## config.mk

```make
export PLATFORM = sky130hd
export DESIGN_NAME = best_fit_block_allocator_core_flat
export DESIGN_NICKNAME = d
export VERILOG_FILES = /design/src/hdl/bfa_pkg.sv /design/src/hdl/bfa_if.sv /design/src/hdl/bfa_ram.sv /design/src/hdl/bfa_scan_unit.sv /design/src/hdl/best_fit_block_allocator_core.sv /design/src/flat_wrapper.sv
export SDC_FILE = /design/constraint.sdc
export NUM_CORES = 2
export LEC_CHECK = 0
export BUFFER_PORTS_ARGS = -buffer_cell sky130_fd_sc_hd__buf_2
export CAP_MARGIN = 20
export CORE_MARGIN = 4
export CORE_UTILIZATION = 30
export CTS_CLUSTER_DIAMETER = 120
export DETAILED_ROUTE_END_ITERATION = 8
export PLACE_DENSITY = 0.55
export SYNTH_ARGS = -nofsm -noshare
export SYNTH_HDL_FRONTEND = slang
export SYNTH_SLANG_ARGS = --single-unit
```

## constraint.sdc

```tcl
create_clock -name clk_i -period 7.28 [get_ports clk_i]
set_input_delay 0.364 -clock clk_i [delete_from_list [all_inputs] [get_ports clk_i]]
set_output_delay 0.364 -clock clk_i [all_outputs]
set_load 0.005 [all_outputs]
```

## src/hdl/bfa_pkg.sv

```systemverilog
// Package for the best-fit block allocator.
// Holds shared constants, status and op codes and the sequencer state type.
// No dependencies.
package bfa_pkg;

  // Default parameter values
  localparam int MAX_BLOCKS_DEF   = 32;
  localparam int HEADER_BYTES_DEF = 8;
  localparam int OFFSET_BITS_DEF  = 20;

  // Fixed field widths
  localparam int FIELD_BITS   = 20;
  localparam int PAYLOAD_BITS = 20;
  localparam int NEED_BITS    = PAYLOAD_BITS + 1;

  // Size rounding and split threshold
  localparam int SIZE_ALIGN        = 4;
  localparam int MIN_SPLIT_PAYLOAD = 4;

  // Region limits, one bit wider than the field for the rounding carry
  localparam logic [FIELD_BITS:0] PAGE_MASK  = (FIELD_BITS+1)'(4095);
  localparam logic [FIELD_BITS:0] REGION_MIN = (FIELD_BITS+1)'(4096);
  localparam logic [FIELD_BITS:0] REGION_MAX = (FIELD_BITS+1)'(1044480);

  typedef enum logic [1:0] {
    ST_OK      = 2'd0,
    ST_NOFIT   = 2'd1,
    ST_ZERO    = 2'd2,
    ST_BADADDR = 2'd3
  } status_e;

  typedef enum logic {
    OP_ALLOC = 1'b0,
    OP_FREE  = 1'b1
  } op_e;

  typedef enum logic [7:0] {
    S_INIT = 8'b0000_0001,
    S_IDLE = 8'b0000_0010,
    S_SCAN = 8'b0000_0100,
    S_SHRD = 8'b0000_1000,
    S_SHWR = 8'b0001_0000,
    S_FIN  = 8'b0010_0000,
    S_FIN2 = 8'b0100_0000,
    S_DONE = 8'b1000_0000
  } state_e;

endpackage

```

## src/hdl/bfa_if.sv

```systemverilog
// Channel interfaces of the best-fit block allocator: request, response, config.
// Depends on bfa_pkg for field widths.
interface bfa_req_if;
  logic                           valid;
  logic                           ready;
  logic                           mode;
  logic [bfa_pkg::FIELD_BITS-1:0] request_size;
  logic [bfa_pkg::FIELD_BITS-1:0] block_address;
  modport source (output valid, mode, request_size, block_address, input ready);
  modport sink   (input valid, mode, request_size, block_address, output ready);
endinterface

interface bfa_rsp_if;
  logic                           valid;
  logic                           ready;
  logic [1:0]                     status;
  logic [bfa_pkg::FIELD_BITS-1:0] result_address;
  modport source (output valid, status, result_address, input ready);
  modport sink   (input valid, status, result_address, output ready);
endinterface

interface bfa_cfg_if;
  logic                           valid;
  logic                           ready;
  logic [bfa_pkg::FIELD_BITS-1:0] data;
  modport source (output valid, data, input ready);
  modport sink   (input valid, data, output ready);
endinterface

```

## src/hdl/bfa_ram.sv

```systemverilog
// Generic single-write, single-read RAM with registered read data.
// No dependencies.
module bfa_ram #(
  parameter int WIDTH = 8,
  parameter int DEPTH = 32
) (
  input  logic                     clk_i,
  input  logic                     we_i,
  input  logic [$clog2(DEPTH)-1:0] waddr_i,
  input  logic [WIDTH-1:0]         wdata_i,
  input  logic [$clog2(DEPTH)-1:0] raddr_i,
  output logic [WIDTH-1:0]         rdata_o
);

  logic [WIDTH-1:0] mem_q [DEPTH];

  always_ff @(posedge clk_i) begin
    if (we_i) begin
      mem_q[waddr_i] <= wdata_i;
    end
    rdata_o <= mem_q[raddr_i];
  end

endmodule

```

## src/hdl/bfa_scan_unit.sv

```systemverilog
// Shared compare unit: judges one table entry during a scan.
// Alloc: free, fits, smaller than best so far. Free: busy entry at the address.
// Depends on bfa_pkg.
module bfa_scan_unit #(
  parameter int OFFSET_BITS = bfa_pkg::OFFSET_BITS_DEF
) (
  input  logic                             op_i,
  input  logic [OFFSET_BITS-1:0]           start_i,
  input  logic [bfa_pkg::PAYLOAD_BITS-1:0] pay_i,
  input  logic                             busy_i,
  input  logic [bfa_pkg::NEED_BITS-1:0]    need_i,
  input  logic [bfa_pkg::FIELD_BITS-1:0]   addr_i,
  input  logic                             found_i,
  input  logic [bfa_pkg::PAYLOAD_BITS-1:0] best_pay_i,
  output logic                             take_o
);

  localparam int CMPW = (OFFSET_BITS > bfa_pkg::FIELD_BITS) ? OFFSET_BITS
                                                             : bfa_pkg::FIELD_BITS;

  logic fits, smaller, addr_hit;

  // Alloc test: payload >= need, strictly smaller keeps the lowest of equals
  assign fits     = {1'b0, pay_i} >= need_i;
  assign smaller  = !found_i || (pay_i < best_pay_i);
  assign addr_hit = CMPW'(start_i) == CMPW'(addr_i);

  always_comb begin
    if (op_i == bfa_pkg::OP_ALLOC) begin
      take_o = !busy_i && fits && smaller;
    end else begin
      take_o = busy_i && addr_hit && !found_i;
    end
  end

endmodule

```

## src/hdl/best_fit_block_allocator_core.sv

```systemverilog
// Best-fit block allocator: sequencer, table RAM and shared compare unit.
// Depends on bfa_pkg, bfa_if, bfa_ram and bfa_scan_unit.
// Steps: a scan of the table, a read and a write per entry moved on a split or
// merge, 1-2 final writes on success, then the response; a zero-size alloc skips
// the scan and responds directly. Transactions are handled one at a time.
// Reset (async, active low) and every region write pass through S_INIT to write entry 0.
module best_fit_block_allocator_core #(
  parameter int MAX_BLOCKS   = bfa_pkg::MAX_BLOCKS_DEF,
  parameter int HEADER_BYTES = bfa_pkg::HEADER_BYTES_DEF,
  parameter int OFFSET_BITS  = bfa_pkg::OFFSET_BITS_DEF
) (
  input  logic      clk_i,
  input  logic      rst_ni,
  bfa_req_if.sink   req_i,
  bfa_rsp_if.source rsp_o,
  bfa_cfg_if.sink   cfg_i
);

  localparam int IW  = $clog2(MAX_BLOCKS);
  localparam int CW  = $clog2(MAX_BLOCKS + 1);
  localparam int OW  = OFFSET_BITS;
  localparam int PW  = bfa_pkg::PAYLOAD_BITS;
  localparam int NW  = bfa_pkg::NEED_BITS;
  localparam int FW  = bfa_pkg::FIELD_BITS;
  localparam int EW  = OW + PW + 1;
  localparam int SW  = ((OW > NW) ? OW : NW) + 2;
  localparam logic [SW-1:0] HDR   = SW'(HEADER_BYTES);
  localparam logic [SW-1:0] MINSP = SW'(bfa_pkg::MIN_SPLIT_PAYLOAD);
  localparam logic [CW-1:0] MAXC  = CW'(MAX_BLOCKS);
  localparam logic [CW-1:0] ONE   = CW'(1);
  localparam logic [NW-1:0] ALGN  = NW'(bfa_pkg::SIZE_ALIGN - 1);

  bfa_pkg::state_e state_q, state_d;

  logic [FW-1:0] region_q, region_d;
  logic [CW-1:0] count_q, count_d;
  logic [CW-1:0] ptr_q, ptr_d;
  logic          rv_q, rv_d;
  logic [CW-1:0] ridx_q, ridx_d;
  logic          op_q, op_d;
  logic [NW-1:0] need_q, need_d;
  logic [FW-1:0] addr_q, addr_d;
  logic          found_q, found_d;
  logic [CW-1:0] bidx_q, bidx_d;
  logic [OW-1:0] bstart_q, bstart_d;
  logic [PW-1:0] bpay_q, bpay_d;
  logic [OW-1:0] pstart_q, pstart_d;
  logic [PW-1:0] ppay_q, ppay_d;
  logic          pbusy_q, pbusy_d;
  logic [OW-1:0] lstart_q, lstart_d;
  logic [PW-1:0] lpay_q, lpay_d;
  logic          lbusy_q, lbusy_d;
  logic [PW-1:0] npay_q, npay_d;
  logic          nbusy_q, nbusy_d;
  logic          grab_q, grab_d;
  logic          split_q, split_d;
  logic          nf_q, nf_d;
  logic          pf_q, pf_d;
  logic [CW-1:0] src_q, src_d;
  logic [1:0]    status_q, status_d;
  logic [FW-1:0] res_q, res_d;
  logic          ovalid_q, ovalid_d;
  logic [1:0]    ostatus_q, ostatus_d;
  logic [FW-1:0] oaddr_q, oaddr_d;

  // Table RAM port signals
  logic          we;
  logic [IW-1:0] waddr, raddr;
  logic [EW-1:0] wdata, rdata;
  logic [OW-1:0] re_start;
  logic [PW-1:0] re_pay;
  logic          re_busy;
  logic          take;

  // Helper values
  logic [FW:0]   cfg_round;
  logic [NW-1:0] req_need;
  logic [CW-1:0] rcnt;
  logic [SW-1:0] merged;

  assign {re_start, re_pay, re_busy} = rdata;

  bfa_ram #(
    .WIDTH (EW),
    .DEPTH (MAX_BLOCKS)
  ) u_table (
    .clk_i   (clk_i),
    .we_i    (we),
    .waddr_i (waddr),
    .wdata_i (wdata),
    .raddr_i (raddr),
    .rdata_o (rdata)
  );

  bfa_scan_unit #(
    .OFFSET_BITS (OFFSET_BITS)
  ) u_scan (
    .op_i       (op_q),
    .start_i    (re_start),
    .pay_i      (re_pay),
    .busy_i     (re_busy),
    .need_i     (need_q),
    .addr_i     (addr_q),
    .found_i    (found_q),
    .best_pay_i (bpay_q),
    .take_o     (take)
  );

  // Region rounding, size rounding, merge sum
  assign cfg_round = ({1'b0, cfg_i.data} + bfa_pkg::PAGE_MASK) & ~bfa_pkg::PAGE_MASK;
  assign req_need  = ({1'b0, req_i.request_size} + ALGN) & ~ALGN;
  assign rcnt      = CW'(nf_q) + CW'(pf_q);
  assign merged    = SW'(bpay_q) + (nf_q ? (SW'(npay_q) + HDR) : '0)
                                 + (pf_q ? (SW'(ppay_q) + HDR) : '0);

  assign req_i.ready = (state_q == bfa_pkg::S_IDLE) && !cfg_i.valid;
  assign cfg_i.ready = (state_q == bfa_pkg::S_IDLE);
  assign rsp_o.valid          = ovalid_q;
  assign rsp_o.status         = ostatus_q;
  assign rsp_o.result_address = oaddr_q;

  // Sequencer
  always_comb begin
    state_d   = state_q;
    region_d  = region_q;
    count_d   = count_q;
    ptr_d     = ptr_q;
    rv_d      = 1'b0;
    ridx_d    = ridx_q;
    op_d      = op_q;
    need_d    = need_q;
    addr_d    = addr_q;
    found_d   = found_q;
    bidx_d    = bidx_q;
    bstart_d  = bstart_q;
    bpay_d    = bpay_q;
    pstart_d  = pstart_q;
    ppay_d    = ppay_q;
    pbusy_d   = pbusy_q;
    lstart_d  = lstart_q;
    lpay_d    = lpay_q;
    lbusy_d   = lbusy_q;
    npay_d    = npay_q;
    nbusy_d   = nbusy_q;
    grab_d    = grab_q;
    split_d   = split_q;
    nf_d      = nf_q;
    pf_d      = pf_q;
    src_d     = src_q;
    status_d  = status_q;
    res_d     = res_q;
    ovalid_d  = ovalid_q && !rsp_o.ready;
    ostatus_d = ostatus_q;
    oaddr_d   = oaddr_q;
    we        = 1'b0;
    waddr     = '0;
    wdata     = '0;
    raddr     = '0;

    unique case (state_q)
      bfa_pkg::S_INIT: begin
        we      = 1'b1;
        waddr   = '0;
        wdata   = {OW'(0), PW'(SW'(region_q) - HDR), 1'b0};
        count_d = ONE;
        state_d = bfa_pkg::S_IDLE;
      end

      bfa_pkg::S_IDLE: begin
        if (cfg_i.valid) begin
          if (cfg_round < bfa_pkg::REGION_MIN) begin
            region_d = FW'(bfa_pkg::REGION_MIN);
          end else if (cfg_round > bfa_pkg::REGION_MAX) begin
            region_d = FW'(bfa_pkg::REGION_MAX);
          end else begin
            region_d = cfg_round[FW-1:0];
          end
          state_d = bfa_pkg::S_INIT;
        end else if (req_i.valid) begin
          op_d    = req_i.mode;
          need_d  = req_need;
          addr_d  = req_i.block_address;
          ptr_d   = '0;
          found_d = 1'b0;
          grab_d  = 1'b0;
          res_d   = '0;
          if (req_i.mode == bfa_pkg::OP_ALLOC && req_i.request_size == '0) begin
            status_d = bfa_pkg::ST_ZERO;
            state_d  = bfa_pkg::S_DONE;
          end else begin
            state_d = bfa_pkg::S_SCAN;
          end
        end
      end

      bfa_pkg::S_SCAN: begin
        // Issue reads in order; judge each returned entry in the cycle after its read
        raddr = ptr_q[IW-1:0];
        if (ptr_q < count_q) begin
          rv_d   = 1'b1;
          ridx_d = ptr_q;
          ptr_d  = ptr_q + ONE;
        end
        if (rv_q) begin
          lstart_d = re_start;
          lpay_d   = re_pay;
          lbusy_d  = re_busy;
          if (take) begin
            found_d  = 1'b1;
            bidx_d   = ridx_q;
            bstart_d = re_start;
            bpay_d   = re_pay;
            pstart_d = lstart_q;
            ppay_d   = lpay_q;
            pbusy_d  = lbusy_q;
            grab_d   = (op_q == bfa_pkg::OP_FREE);
          end else if (grab_q) begin
            npay_d  = re_pay;
            nbusy_d = re_busy;
            grab_d  = 1'b0;
          end
        end
        if (ptr_q == count_q && !rv_q) begin
          if (!found_q) begin
            status_d = (op_q == bfa_pkg::OP_ALLOC) ? bfa_pkg::ST_NOFIT : bfa_pkg::ST_BADADDR;
            state_d  = bfa_pkg::S_DONE;
          end else if (op_q == bfa_pkg::OP_ALLOC) begin
            status_d = bfa_pkg::ST_OK;
            res_d    = FW'(bstart_q);
            split_d  = (SW'(bpay_q) >= SW'(need_q) + HDR + MINSP) && (count_q < MAXC);
            src_d    = count_q - ONE;
            if ((SW'(bpay_q) >= SW'(need_q) + HDR + MINSP) && (count_q < MAXC)
                && (count_q > bidx_q + ONE)) begin
              state_d = bfa_pkg::S_SHRD;
            end else begin
              state_d = bfa_pkg::S_FIN;
            end
          end else begin
            status_d = bfa_pkg::ST_OK;
            nf_d     = (bidx_q + ONE < count_q) && !nbusy_q;
            pf_d     = (bidx_q != '0) && !pbusy_q;
            src_d    = bidx_q + ONE + CW'((bidx_q + ONE < count_q) && !nbusy_q);
            if ((((bidx_q + ONE < count_q) && !nbusy_q) || ((bidx_q != '0) && !pbusy_q))
                && (bidx_q + ONE + CW'((bidx_q + ONE < count_q) && !nbusy_q) < count_q)) begin
              state_d = bfa_pkg::S_SHRD;
            end else begin
              state_d = bfa_pkg::S_FIN;
            end
          end
        end
      end

      bfa_pkg::S_SHRD: begin
        raddr   = src_q[IW-1:0];
        state_d = bfa_pkg::S_SHWR;
      end

      bfa_pkg::S_SHWR: begin
        // Move one entry up (split) or down (merge)
        we    = 1'b1;
        wdata = rdata;
        if (op_q == bfa_pkg::OP_ALLOC) begin
          waddr = IW'(src_q + ONE);
          if (src_q == bidx_q + ONE) begin
            state_d = bfa_pkg::S_FIN;
          end else begin
            src_d   = src_q - ONE;
            state_d = bfa_pkg::S_SHRD;
          end
        end else begin
          waddr = IW'(src_q - rcnt);
          if (src_q == count_q - ONE) begin
            state_d = bfa_pkg::S_FIN;
          end else begin
            src_d   = src_q + ONE;
            state_d = bfa_pkg::S_SHRD;
          end
        end
      end

      bfa_pkg::S_FIN: begin
        we = 1'b1;
        if (op_q == bfa_pkg::OP_ALLOC) begin
          if (split_q) begin
            waddr   = IW'(bidx_q + ONE);
            wdata   = {OW'(SW'(bstart_q) + HDR + SW'(need_q)),
                       PW'(SW'(bpay_q) - SW'(need_q) - HDR), 1'b0};
            state_d = bfa_pkg::S_FIN2;
          end else begin
            waddr   = bidx_q[IW-1:0];
            wdata   = {bstart_q, bpay_q, 1'b1};
            state_d = bfa_pkg::S_DONE;
          end
        end else begin
          waddr   = pf_q ? IW'(bidx_q - ONE) : bidx_q[IW-1:0];
          wdata   = {pf_q ? pstart_q : bstart_q, PW'(merged), 1'b0};
          count_d = count_q - rcnt;
          state_d = bfa_pkg::S_DONE;
        end
      end

      bfa_pkg::S_FIN2: begin
        we      = 1'b1;
        waddr   = bidx_q[IW-1:0];
        wdata   = {bstart_q, PW'(need_q), 1'b1};
        count_d = count_q + ONE;
        state_d = bfa_pkg::S_DONE;
      end

      bfa_pkg::S_DONE: begin
        if (!ovalid_q || rsp_o.ready) begin
          ovalid_d  = 1'b1;
          ostatus_d = status_q;
          oaddr_d   = (status_q == bfa_pkg::ST_OK) ? res_q : '0;
          state_d   = bfa_pkg::S_IDLE;
        end
      end

      default: state_d = bfa_pkg::S_INIT;
    endcase
  end

  // Control registers
  always_ff @(posedge clk_i or negedge rst_ni) begin
    if (!rst_ni) begin
      state_q  <= bfa_pkg::S_INIT;
      region_q <= FW'(bfa_pkg::REGION_MIN);
      count_q  <= ONE;
      ptr_q    <= '0;
      rv_q     <= 1'b0;
      found_q  <= 1'b0;
      grab_q   <= 1'b0;
      ovalid_q <= 1'b0;
    end else begin
      state_q  <= state_d;
      region_q <= region_d;
      count_q  <= count_d;
      ptr_q    <= ptr_d;
      rv_q     <= rv_d;
      found_q  <= found_d;
      grab_q   <= grab_d;
      ovalid_q <= ovalid_d;
    end
  end

  // Payload registers
  always_ff @(posedge clk_i) begin
    ridx_q    <= ridx_d;
    op_q      <= op_d;
    need_q    <= need_d;
    addr_q    <= addr_d;
    bidx_q    <= bidx_d;
    bstart_q  <= bstart_d;
    bpay_q    <= bpay_d;
    pstart_q  <= pstart_d;
    ppay_q    <= ppay_d;
    pbusy_q   <= pbusy_d;
    lstart_q  <= lstart_d;
    lpay_q    <= lpay_d;
    lbusy_q   <= lbusy_d;
    npay_q    <= npay_d;
    nbusy_q   <= nbusy_d;
    split_q   <= split_d;
    nf_q      <= nf_d;
    pf_q      <= pf_d;
    src_q     <= src_d;
    status_q  <= status_d;
    res_q     <= res_d;
    ostatus_q <= ostatus_d;
    oaddr_q   <= oaddr_d;
  end

endmodule

```

## src/flat_wrapper.sv

```systemverilog
// flat-port wrapper written by rule: the top's interface ports become plain ports
module best_fit_block_allocator_core_flat 
#(
  parameter int MAX_BLOCKS   = bfa_pkg::MAX_BLOCKS_DEF,
  parameter int HEADER_BYTES = bfa_pkg::HEADER_BYTES_DEF,
  parameter int OFFSET_BITS  = bfa_pkg::OFFSET_BITS_DEF
)
  (clk_i, rst_ni, req_i_valid, req_i_mode, req_i_request_size, req_i_block_address, req_i_ready, rsp_o_valid, rsp_o_status, rsp_o_result_address, rsp_o_ready, cfg_i_valid, cfg_i_data, cfg_i_ready);
  bfa_req_if req_i_i ();
  bfa_rsp_if rsp_o_i ();
  bfa_cfg_if cfg_i_i ();
  input  logic clk_i;
  input  logic rst_ni;
  input wire logic [$bits(req_i_i.valid)-1:0] req_i_valid;
  input wire logic [$bits(req_i_i.mode)-1:0] req_i_mode;
  input wire logic [$bits(req_i_i.request_size)-1:0] req_i_request_size;
  input wire logic [$bits(req_i_i.block_address)-1:0] req_i_block_address;
  output wire logic [$bits(req_i_i.ready)-1:0] req_i_ready;
  output wire logic [$bits(rsp_o_i.valid)-1:0] rsp_o_valid;
  output wire logic [$bits(rsp_o_i.status)-1:0] rsp_o_status;
  output wire logic [$bits(rsp_o_i.result_address)-1:0] rsp_o_result_address;
  input wire logic [$bits(rsp_o_i.ready)-1:0] rsp_o_ready;
  input wire logic [$bits(cfg_i_i.valid)-1:0] cfg_i_valid;
  input wire logic [$bits(cfg_i_i.data)-1:0] cfg_i_data;
  output wire logic [$bits(cfg_i_i.ready)-1:0] cfg_i_ready;
  assign req_i_i.valid = req_i_valid;
  assign req_i_i.mode = req_i_mode;
  assign req_i_i.request_size = req_i_request_size;
  assign req_i_i.block_address = req_i_block_address;
  assign req_i_ready = req_i_i.ready;
  assign rsp_o_valid = rsp_o_i.valid;
  assign rsp_o_status = rsp_o_i.status;
  assign rsp_o_result_address = rsp_o_i.result_address;
  assign rsp_o_i.ready = rsp_o_ready;
  assign cfg_i_i.valid = cfg_i_valid;
  assign cfg_i_i.data = cfg_i_data;
  assign cfg_i_ready = cfg_i_i.ready;
  best_fit_block_allocator_core #(.MAX_BLOCKS(MAX_BLOCKS), .HEADER_BYTES(HEADER_BYTES), .OFFSET_BITS(OFFSET_BITS)) u_core (.clk_i(clk_i), .rst_ni(rst_ni), .req_i(req_i_i), .rsp_o(rsp_o_i), .cfg_i(cfg_i_i));
endmodule
```

==> results.json <==
{
  "status": "finished, final reports clean",
  "multiInputGateArea_um2": 22000,
  "synth_area_leaders": "edfxtp_1, nand2_1, ha_1, a311oi_1, and3_1",
  "slew_violations": 0,
  "areaGrowthSynthToFinish_pct": 15.1,
  "power_mw": 18.6,
  "clock-root-buffer": "clkbuf_16",
  "clk_pin_slew_worst_paths_ns": 0.06,
  "setup_viol": 0,
  "arrival_ns": 6.33,
  "ant_nets": 0,
  "num_rows": 179,
  "die_w_um": 498,
  "ys_warn_count": 0,
  "final_nets": 6176,
  "grt.overflow.total": 0,
  "reg_top3": "u_core.u_table.mem_q x1312, u_core.u_table.rdata_o x41",
  "post-synth-top-area-fraction_pct": 65.1,
  "dp_slack_ns": 1.75,
  "cp-end-kind": "flop",
  "fillers": 23200,
  "antenna_found_initial": 10,
  "path_class": "reg -> reg",
  "syn-cell-area_um2": 71900,
  "fmax_mhz": 178,
  "insertion_delay_ns": 0.83,
  "dr.pass1.iters": 5,
  "cts_buffer_depth": 3,
  "hp-class": "in -> reg",
  "setup_tns_ns": 0,
  "die_y_um": 498,
  "synth.distinct_cells": 80,
  "cts_buffers": 171,
  "rsz0062_at_grt": "false",
  "grt_max_degree": 144,
  "largest_register": "u_core.u_table.mem_q",
  "cp_data_required_time_ns": 8.00,
  "start_util_pct": 30.2,
  "critPathSlowestCell": "or4_4",
  "synthCells": 5797,
  "cts.sinks": 1633,
  "timing.final.ws_setup_ns": 1.67,
  "crit_family": "simple AND/OR/NAND/NOR gates",
  "port_buffers": 90,
  "post-synth-top-area-cell": "edfxtp_1",
  "vias": 47900,
  "post_cts_resized": 0,
  "wirelength_um": 214000,
  "gp_congestion": 0.903,
  "path_cells": "ha_1 > clkinv_1 > or4_4 > xnor2_1 > or3_1 > o21a_1 > o32ai_1 > nand3_1 > xnor2_1 > ha_1 > nand3_1 > nor2_1 > nand2_1 > a21oi_1 > a211oi_1 > a2111oi_2 > a22o_1 > o22ai_1 > and2_1",
  "ys.flop_type": "edfxtp_1",
  "grt_pass1_wl_um": 313000,
  "crit_path_max_incr_delay_ns": 0.65,
  "grtUsageTotal_pct": 16.6,
  "ys_seq_area_share_pct": 67.4,
  "dp_hpwl_um": 132000,
  "p_per_area_nw_per_um2": 225,
  "final.setup_skew_ns": 0.0452,
  "cellLeakagePower_nw": 28.6,
  "cp_num_buf_inv": 1,
  "fin_cells": 9218,
  "maxCapViolations": 0,
  "worstMarginPinSlew_ns": 1.27,
  "routed_via_density": 5.19,
  "synth_edf_count": 1560,
  "register_area_um2": 48500,
  "maxSlewHeadroom_pct": 14.9,
  "crit_path_start_kind": "flop",
  "wl_per_cell_um": 23.2,
  "core_um2": 238000,
  "drive_gt1_share_pct": 9.12,
  "numPlacedInstances": 8837,
  "h-tree-depth": 4,
  "finalHoldViolations": 0,
  "period_needed_ns": 5.61,
  "syn-num-nets": 6066,
  "grt_pass1_vias": 45500,
  "die_area_um2": 248000,
  "cts_tree": "done",
  "period_share_pct": 77.0,
  "drt_iter0_markers": 5306,
  "design.portCount": 91,
  "path_max_fanout": 17,
  "syn_area_per_cell_um2": 12.4,
  "synth_seq_cells": 1633,
  "drc": 0,
  "irDropWorstVdd_mv": 0.196,
  "ys_async_sr_fraction_pct": 1.96,
  "largest_reg_flops": 1312
}
Yosys cell counts, drive strengths merged, types with 87 or more instances:
| library cell | number |
|---|---|
| nand3 | 295 |
| xnor2 | 120 |
| and3 | 243 |
| a311oi | 246 |
| a31oi | 98 |
| clkbuf | 233 |
| nor3 | 87 |
| edfxtp | 1560 |
| o21ai | 94 |
| a21oi | 130 |
| inv | 150 |
| nand2 | 1464 |
| nor2 | 131 |
| ha | 180 |
| buf | 114 |
logic make-up (layout without fill, tap and decap cells):
family	Yosys count	count (layout)	share of synthesized area, %
AND/OR/NAND/NOR	2398	2398	14.8
flip-flops	1633	1633	67.4
AO/OA/AOI/OAI	860	860	8.66
buffers and inverters	500	753	2.81
adder cells (fa/ha/maj)	203	203	3.77
XOR/XNOR	187	187	2.29
multiplexers	16	16	0.245
other	0	1	0
per-layer routing:
| layer | up-vias | wire (um) | GRT usage (%) |
|---|---|---|---|
| li1 | 21700 | - | - |
| met1 | 24100 | 95900 | 24.0 |
| met2 | 1739 | 98400 | 26.2 |
| met3 | 305 | 14400 | 2.43 |
| met4 | 2 | 5080 | 4.37 |
| met5 | - | 13 | 0 |
worst register-to-register path, stage by stage, from the launching register on:
cell,delay (ns)
edfxtp_1,0.59
ha_1,0.63
clkinv_1,0.42
or4_4,0.66
xnor2_1,0.15
or3_1,0.39
o21a_1,0.20
o32ai_1,0.28
nand3_1,0.13
xnor2_1,0.17
ha_1,0.30
nand3_1,0.08
nor2_1,0.12
nand2_1,0.07
a21oi_1,0.13
a211oi_1,0.09
a2111oi_2,0.54
a22o_1,0.28
o22ai_1,0.09
and2_1,0.18
stage by stage:
step	utilization, %	hold WS [ns]	cell area [um^2]
finish	34.7	0.0706	82800
global route	34.7	0.0583	82800
CTS	34.7	0.0111	82700
detailed placement	32.2	0.405	76700
global placement	32.2	0.400	76700
floorplan	-	0.0684	71900
power breakdown:
group          total (mW)  internal [mW]          switching, mW
Sequential           10.1           10.1  0.0000000000000000115
Combinational      0.0711         0.0399                 0.0312
Clock                8.38           4.65                   3.73
Total                18.6           14.8                   3.77
layout make-up:
class	instances	share of cell area, %
Antenna cell	1	0.00302
Clock buffer	237	5.62
Clock inverter	79	0.832
Inverter	153	0.694
Multi-Input combinational cell	3664	26.5
Sequential cell	1633	58.6
Tap cell	3167	4.79
Timing Repair Buffer	284	2.95
repair_timing:
item,4_1_cts,5_1_grt
buffers inserted,0,0
hold endpoints to repair,80,0
hold buffers,59,0
cell usage in the layout, fill, tap and decap left out, types with 23 or more instances in the layout:
| master | n |
|---|---|
| nand4_1 | 28 |
| o21ai_0 | 72 |
| nor3_1 | 86 |
| and2_1 | 33 |
| fa_1 | 23 |
| ha_1 | 180 |
| edfxtp_1 | 1560 |
| nor2_4 | 34 |
| a21o_1 | 81 |
| a211oi_1 | 55 |
| buf_12 | 28 |
| dfxtp_1 | 41 |
| a21oi_1 | 129 |
| inv_1 | 149 |
| buf_2 | 90 |
| clkbuf_16 | 172 |
| a311oi_1 | 246 |
| clkbuf_1 | 55 |
| xor2_1 | 67 |
| and3_1 | 243 |
| dlygate4sd3_1 | 59 |
| nor2_1 | 97 |
| buf_4 | 103 |
| clkinv_1 | 39 |
| dfrtp_1 | 29 |
| nand2_1 | 1464 |
| xnor2_1 | 119 |
| nand3_1 | 295 |
| a31oi_1 | 98 |
worst paths after layout:
kind	from	end	slack, ns	cells after the start
worst max register to register	u_core.need_q[4]	u_core.state_q[5]	1.67	19
worst max-delay path	u_core.need_q[4]	u_core.state_q[5]	1.67	19
max in group asynchronous	rst_ni	u_core.region_q[13]	6.40	2
min in group asynchronous	rst_ni	u_core.rsp_o.valid	0.22	2
worst min-delay path	cfg_i_data[17]	u_core.region_q[16]	0.07	4
worst min register to register	u_core.lbusy_q	u_core.pbusy_q	0.41	0
Note: power is estimated with default switching activity, not from simulation.
